## config.mk

```make
export PLATFORM = sky130hd
export DESIGN_NAME = tes_front
export DESIGN_NICKNAME = d
export VERILOG_FILES = /design/src/rtl/tes_pkg.sv /design/src/rtl/tes_front.sv
export SDC_FILE = /design/constraint.sdc
export NUM_CORES = 1
export LEC_CHECK = 0
export BUFFER_PORTS_ARGS = -buffer_cell sky130_fd_sc_hd__buf_2
export CAP_MARGIN = 10
export CORE_UTILIZATION = 56
export CTS_CLUSTER_DIAMETER = 80
export DETAILED_ROUTE_END_ITERATION = 10
export HOLD_SLACK_MARGIN = 0.1
export PLACE_DENSITY = 0.85
export SLEW_MARGIN = 40
export SYNTH_ARGS = -nofsm -noshare
export SYNTH_HDL_FRONTEND = slang
export SYNTH_SLANG_ARGS = --single-unit
```

## constraint.sdc

```tcl
create_clock -name clk -period 14.34 [get_ports clk]
set_input_delay 0.717 -clock clk [delete_from_list [all_inputs] [get_ports clk]]
set_output_delay 0.717 -clock clk [all_outputs]
set_load 0.01 [all_outputs]
```

## src/rtl/tes_pkg.sv

```systemverilog
package tes_pkg;

  localparam int unsigned MaxTimers = 16;
  localparam int unsigned TimeW   = 48;
  localparam int unsigned PeriodW = 32;
  localparam int unsigned SeqW    = 16;
  localparam int unsigned HSlotW  = 4;
  localparam int unsigned MinW    = 16;
  localparam logic [MinW-1:0] MinDelayReset = 16'd100;

  typedef enum logic [1:0] {
    FUNC_ADD    = 2'd0,
    FUNC_CANCEL = 2'd1,
    FUNC_TICK   = 2'd2,
    FUNC_NONE   = 2'd3
  } func_t;

  typedef enum logic [1:0] {
    KIND_ADD    = 2'd0,
    KIND_CANCEL = 2'd1,
    KIND_FIRED  = 2'd2,
    KIND_DONE   = 2'd3
  } kind_t;

  typedef enum logic [1:0] {
    ST_OK       = 2'd0,
    ST_FULL     = 2'd1,
    ST_MISMATCH = 2'd2
  } status_t;

  typedef struct packed {
    func_t               func;
    logic [TimeW-1:0]    now_us;
    logic [TimeW-1:0]    expire_at_us;
    logic [PeriodW-1:0]  period_us;
    logic [HSlotW-1:0]   handle_slot;
    logic [SeqW-1:0]     handle_seq;
  } cmd_t;

  typedef enum logic [2:0] {
    S_IDLE,
    S_SCAN,
    S_ANSWER,
    S_FIRE,
    S_UPDATE,
    S_DONE
  } state_t;

endpackage

```

## src/rtl/tes_front.sv

```systemverilog
module tes_front #(
  parameter int unsigned DEPTH = 2
) (
  input  logic                 clk,
  input  logic                 rst,
  input  logic                 in_valid,
  output logic                 in_ready,
  input  tes_pkg::cmd_t        in_cmd,
  output logic                 q_valid,
  input  logic                 q_ready,
  output tes_pkg::cmd_t        q_cmd
);

  localparam int unsigned AW = (DEPTH > 1) ? $clog2(DEPTH) : 1;

  tes_pkg::cmd_t   mem [DEPTH];
  logic [AW-1:0]   wp;
  logic [AW-1:0]   rp;
  logic [AW:0]     cnt;
  logic            push;
  logic            pop;

  assign in_ready = (cnt != (AW+1)'(DEPTH));
  // drop unused operation codes here
  assign push     = in_valid && in_ready && (in_cmd.func != tes_pkg::FUNC_NONE);
  assign q_valid  = (cnt != '0);
  assign pop      = q_valid && q_ready;
  assign q_cmd    = mem[rp];

  always_ff @(posedge clk) begin
    if (rst) begin
      wp  <= '0;
      rp  <= '0;
      cnt <= '0;
    end else begin
      if (push) begin
        wp <= (wp == AW'(DEPTH-1)) ? '0 : wp + 1'b1;
      end
      if (pop) begin
        rp <= (rp == AW'(DEPTH-1)) ? '0 : rp + 1'b1;
      end
      cnt <= cnt + (AW+1)'(push) - (AW+1)'(pop);
    end
  end

  always_ff @(posedge clk) begin
    if (push) begin
      mem[wp] <= in_cmd;
    end
  end

endmodule

```

==> results of run 1 <==
==> Yosys cell counts, drive strengths merged <==
| cell | number |
|---|---|
| edfxtp | 300 |
| mux2 | 151 |
| buf | 16 |
| nor2 | 6 |
| dfxtp | 5 |
| nand2 | 3 |
| a21oi | 2 |
| nor2b | 2 |
| xor2 | 2 |
| a211oi | 1 |
| a21boi | 1 |
| and2b | 1 |
| and3 | 1 |
| clkbuf | 1 |
| ha | 1 |
| nand2b | 1 |
| nand3 | 1 |
| o21ai | 1 |
| or2 | 1 |
| or3 | 1 |
==> worst max-delay path by stage <==
stage               depth (start not counted)  slack, ns           to
global placement                            5      10.85  mem[1][138]
detailed placement                          5      10.82  mem[1][146]
CTS                                         4      11.21    q_cmd[31]
finish                                      4      11.25     q_cmd[9]
global route                                4      11.13    q_cmd[31]
floorplan                                   3       6.43    mem[0][0]
==> registers in the layout, indices dropped and copies added, names as in the netlist, named ones only <==
register	flops
cnt	2
rp	1
wp	1
mem	300
==> logic make-up after synthesis <==
| logic type | count (synthesis) |
|---|---|
| DFF | 305 |
| muxes | 151 |
| buffers and inverters | 17 |
| and+or+nand+nor | 17 |
| AOI/OAI and AO/OA | 5 |
| xor gates and xnor gates | 2 |
| adders and majority gates | 1 |
==> final cells by class <==
cell class                      count  share of cell area, %
Clock inverter                     12                  1.012
Sequential cell                   305                  65.78
Multi-Input combinational cell    176                  13.57
Tap cell                          265                  2.393
Timing Repair Buffer              312                  11.69
Antenna cell                        3                0.05419
Clock buffer                       39                  5.509
==> per-stage QoR <==
stage | hold slack (ns) | instance area, um^2
3_5_place_dp | 0.5035 | 12940
6_report | 0.3632 | 13850
2_1_floorplan | 0.4725 | 11060
3_3_place_gp | 0.4869 | 12890
5_1_grt | 0.3410 | 13850
4_1_cts | 0.3447 | 13840
==> cells in the final DEF (no fill, tap or decap), drive strengths merged <==
master / instances
buf: 312
edfxtp: 300
mux2: 151
clkbuf: 39
clkinv: 8
nor2: 6
dfxtp: 5
diode: 3
nand2: 3
bufinv: 3
xor2: 2
a21oi: 2
nor2b: 2
a21boi: 1
a211oi: 1
nand3: 1
o21ai: 1
nand2b: 1
or2: 1
and3: 1
and2b: 1
or3: 1
ha: 1
inv: 1
==> critical path: stages, from the launching register on <==
cell and delay, ns:
dfxtp_4 0.37, buf_12 0.23, buf_6 0.57, mux2_1 0.43, buf_2 0.16
==> routing by layer <==
metal / routed length (um) / up-vias / global-route usage (%) / share of wire [%]
met5: 13 / - / 0 / 0.063
met4: 575 / 2 / 7.301 / 2.8
met3: 1995 / 42 / 7.806 / 9.7
met2: 10930 / 234 / 36.61 / 53
met1: 7004 / 2773 / 19.75 / 34
li1: - / 2637 / - / -
==> report_power, final <==
part | internal [uW] | leakage (uW) | switching (uW)
sequential | 1070 | 0.00282 | 19.9
combinational | 168 | 0.00192 | 228
clock | 426 | 0.000443 | 296
==> out/summary.txt, run 1 <==
Outcome -> completed
I/O pin total -> 306
Pwr Total -> 2211 uW
Max-slew violations -> 0
Die area -> 20310 um^2
Synth area leader -> edfxtp_1
Syn_nets -> 653
Root buffer cell -> clkbuf_16
Fraction of layout cells with a size suffix above 1 -> 42.30%
R2r endpoint -> mem[1][135]
Post-Synth Simple-Gate Area -> 0.8259%
Hold-fix buffers, CTS -> 0
Post-synthesis sequential area ratio -> 82.36%
IO buf count -> 305
Leakage -> 0.005186 uW
Maximum number of pins on one net before global-route repair -> 77
Nets -> 979
Detailed placement HPWL -> 13680 um
CTS Buffer Depth -> 3
Initial Utilization -> 57.01%
Gr ovfl total -> 0
Power per cell area -> 159.6 nW/um^2
Filler cells -> 1230
Dpl cells -> 1058
Worst-Margin Slew -> 0.8111 ns
Die Wd -> 142.5 um
Mux cell area share after synthesis -> 15.41%
Clock H-tree levels -> 1
Die Ht -> 142.5 um
Hold Startpoint -> in_cmd[22]
Synthesized area -> 11060 um^2
First-pass GRT wire length -> 29970 um
RSZ-0062 raised after global routing -> false
CP required -> 13.62 ns
Max Clk Rate -> 323.6 MHz
Synthesized area per cell -> 22.21 um^2
Total Wirelength -> 20520 um
Worst Reg-to-Reg Cells -> 4
Post-layout util -> 71.41%
Hold Crit Class -> input pin to flop
Post-Route Skew -> 0.01794 ns
VDD IR max -> 0.1547 mV
Clock-pin slew on the worst setup and hold paths -> 0.06 ns
Postcts setup bufs -> 0
Antenna violations before repair -> 3
CTS tree -> done
Post-Synth XOR/XNOR Area -> 0.1584%
Area growth from synthesis to layout -> 25.26%
CTS sink cnt -> 305
Later-pin clock latency in the skew report -> 0.53 ns
Main combinational cell family by area after synthesis -> multiplexers
Critical path class -> flop to output pin
Row cnt -> 51
Cell variety after synth -> 22
Multi-input gate area -> 1879 um^2
Area share of the largest cell type after synthesis -> 81.46%
FF-to-FF setup slack -> 11.47 ns
Ranking of synthesized cells by area -> edfxtp_1 (81%), mux2_1 (15%), dfxtp_1 (0.91%)
Fin crit period -> 3.090 ns
Total global-route track usage -> 19.75%
Slew HR -> 45.92%
Crit. End Element -> output pin
Final cell count without fillers -> 1112
Final hold violations -> 0
Vias in the first global route -> 5816
Adder-cell area share of the yosys netlist -> 0.1131%
Placeable Area -> 19400 um^2
ANT nets after route -> 0
Drt wl/cell -> 18.45 um
Final setup violation count -> 0
DRC errors left -> 0
Vias -> 5688
Final worst setup slack -> 11.25 ns
TritonCTS Buffers -> 29
Period utilisation layout -> 21.55%
Crit path arrival time -> 2.37 ns
Worst-path fanout max -> 73
Cts repair resizes -> 0
Number of warnings issued by yosys -> 0
Compound-Gate Fraction of Synth Area -> 0.3733%
Vias/cell -> 5.115
Place WS -> 10.82 ns
Crit start category -> flop
Routability Congestion -> 0.7420
TNS Setup -> 0 ns
RR Startpoint -> cnt[0]
1st-pass router iterations -> 4
Post-Synthesis Cells -> 498
Max Cap Violations -> 0
DR iter-0 viols -> 242
Synthesized flop and latch total -> 305
Worst hold stages -> 1
Hold Crit Endpoint -> mem[1][22]
Storage cell area -> 9112 um^2
Power figures use the tool's default switching activity.
==> run 2: changes to the inputs <==
--- a/config.mk
+++ b/config.mk
@@ -7,11 +7,11 @@
 export LEC_CHECK = 0
 export BUFFER_PORTS_ARGS = -buffer_cell sky130_fd_sc_hd__buf_2
 export CAP_MARGIN = 10
-export CORE_UTILIZATION = 56
+export CORE_UTILIZATION = 47
 export CTS_CLUSTER_DIAMETER = 80
 export DETAILED_ROUTE_END_ITERATION = 10
 export HOLD_SLACK_MARGIN = 0.1
-export PLACE_DENSITY = 0.85
+export PLACE_DENSITY = 0.76
 export SLEW_MARGIN = 40
 export SYNTH_ARGS = -nofsm -noshare
 export SYNTH_HDL_FRONTEND = slang
==> constraint.sdc (replaced) <==
create_clock -name clk -period 2.78 [get_ports clk]
set_input_delay 0.139 -clock clk [delete_from_list [all_inputs] [get_ports clk]]
set_output_delay 0.139 -clock clk [all_outputs]
set_load 0.01 [all_outputs]
==> run 2 against run 1 <==
- power grew to 5.2 times the previous value
- core utilization is 3.7 points lower
- sequential share of layout area is 6.9 points lower
- sequential power grew to 5.2 times the previous value
- clock power grew to 5.0 times the previous value
- cell count is 18% higher
- first-iteration DRC count is 15% higher
- routed wire length is 17% higher
- register-to-register slack worse by 11 ns
- worst setup slack worse by 11 ns
- die area is 19% higher
- critical path type is now input pin to flop
==> out/summary.txt, run 2 (synthesized netlist as in run 1, its figures left out) <==
Total global-route track usage -> 19.31%
I/O pin total -> 306
DR iter-0 viols -> 279
1st-pass router iterations -> 4
Vias in the first global route -> 6769
Period utilisation layout -> 87.77%
Cts repair resizes -> 0
Routability Congestion -> 0.7149
Hold Startpoint -> in_cmd[61]
Antenna violations before repair -> 0
Max stage delay on crit path -> 0.65 ns
Gr ovfl total -> 0
RSZ-0062 raised after global routing -> false
Worst hold stages -> 2
CP dominant cell by count -> dlygate4sd3_1
Switching share of power -> 25.04%
First-pass GRT wire length -> 35640 um
Max Clk Rate -> 409.8 MHz
Vias -> 6317
Combinational fraction of design power -> 19.8%
Diodes inserted -> 0
Final setup violation count -> 0
Final hold violations -> 0
CP max stage cell -> dlygate4sd3_1
Critical path class -> input pin to flop
Switching Power -> 2896 uW
Worst-Margin Slew -> 0.5406 ns
Fraction of layout cells with a size suffix above 1 -> 35.80%
Clock-pin slew on the worst setup and hold paths -> 0.06 ns
Internal power -> 8669 uW
VDD IR max -> 0.5325 mV
Placeable Area -> 22850 um^2
Initial Utilization -> 48.41%
IO buf count -> 305
CTS Buffer Depth -> 3
Register name with the most flops -> mem
Vias/cell -> 4.811
Dpl cell area -> 13080 um^2
Die area -> 24150 um^2
Die Ht -> 155.4 um
Max Cap Violations -> 0
CP required -> 2.97 ns
Final instance area -> 15480 um^2
Die Wd -> 155.4 um
Total Wirelength -> 23920 um
Worst Reg-to-Reg Cells -> 3
WHS -> 0.3319 ns
Power per cell area -> 747.1 nW/um^2
Buf/Inv on CP -> 4
Row cnt -> 55
Commonest non-fill, non-tap cell in the layout -> buf_2
Drt wl/cell -> 18.22 um
Nets -> 1137
Clock H-tree levels -> 1
Top Registers -> mem: 300 flops, cnt: 2 flops
Most frequent cells in the layout -> buf_2 (305), edfxtp_1 (300), dlygate4sd3_1 (154)
Crit path arrival time -> 2.63 ns
Area growth from synthesis to layout -> 39.98%
Slew HR -> 63.96%
Worst-path fanout max -> 62
Crit. End Element -> flop
Hold Crit Endpoint -> mem[0][61]
Later-pin clock latency in the skew report -> 0.53 ns
Hold Crit Class -> input pin to flop
CTS sink cnt -> 305
CP Cell Sequence -> dlygate4sd3_1 -> buf_2 -> a21boi_4 -> dlygate4sd3_1 -> nand2_4 -> nor2_4 -> buf_12
FF-to-FF setup slack -> 0.96 ns
Outcome -> completed
Clk pwr share -> 31.5%
Detailed placement HPWL -> 13050 um
Cell family with most CP delay -> buffers and inverters
TritonCTS Buffers -> 29
Fin crit period -> 2.440 ns
Max reg flops -> 300
Max-slew violations -> 0
RR Startpoint -> cnt[0]
Maximum number of pins on one net before global-route repair -> 80
Leakage -> 0.005838 uW
CTS tree -> done
DRC errors left -> 0
Crit start category -> input pin
Sequential share of power -> 48.8%
ANT nets after route -> 0
Root buffer cell -> clkbuf_16
Post-layout util -> 67.76%
Post-Route Skew -> 0.01466 ns
R2r endpoint -> mem[1][86]
## run 2: final cells by class
| type | instances | area, um^2 |
|---|---|---|
| clock buffers | 42 | 774.5 |
| flip-flops and latches | 305 | 9114 |
| clock inverters | 7 | 81.33 |
| well taps | 313 | 391.6 |
| multi-input cells | 176 | 1894 |
| fillers | 1473 | 7366 |
| repair buffers | 470 | 3226 |
## run 2: metrics by stage
step | TNS (ns) | setup WS [ns] | instances | power, uW
6_report | 0 | 0.3399 | 1313 | 11570
5_1_grt | 0 | 0.2635 | 1313 | 12000
4_1_cts | 0 | 0.4246 | 1313 | 11600
3_3_place_gp | 0 | 0.9297 | 1110 | 7778
2_1_floorplan | -74.15 | -0.4372 | 498 | 6929
3_5_place_dp | 0 | 0.9225 | 1110 | 7814
## run 2: worst max path at each step
stage,startpoint,to,slack (ns),cells past startpoint
after global routing,in_cmd[148],mem[0][88],0.26,7
final,in_cmd[149],mem[0][102],0.34,7
after detailed placement,in_cmd[148],mem[1][79],0.92,4
after CTS,in_cmd[148],mem[0][105],0.42,7
after global placement,in_cmd[148],mem[1][79],0.93,4
after floorplan,cnt[0],mem[0][0],-0.44,3
## run 2: what timing repair did
item                                   4_1_cts  5_1_grt
buffers inserted                             0        0
hold buffers                               154        0
endpoints found under the hold margin      305        0
## run 2: per-layer routing
layer  wire (um)  vias to the layer above  GRT usage (%)
met3        1628                       56          4.847
li1            -                     2939              -
met4         755                        0          6.536
met2       12650                      239          36.02
met1        8886                     3083          21.30
met5           0                        -              0
## run 2: power by group through the flow
stage,Combinational [uW],Clock (uW),Sequential [uW]
floorplan,1210,0,5720
global placement,2080,0,5700
detailed placement,2090,0,5730
CTS,2280,3690,5630
global route,2450,3880,5670
finish,2290,3640,5640
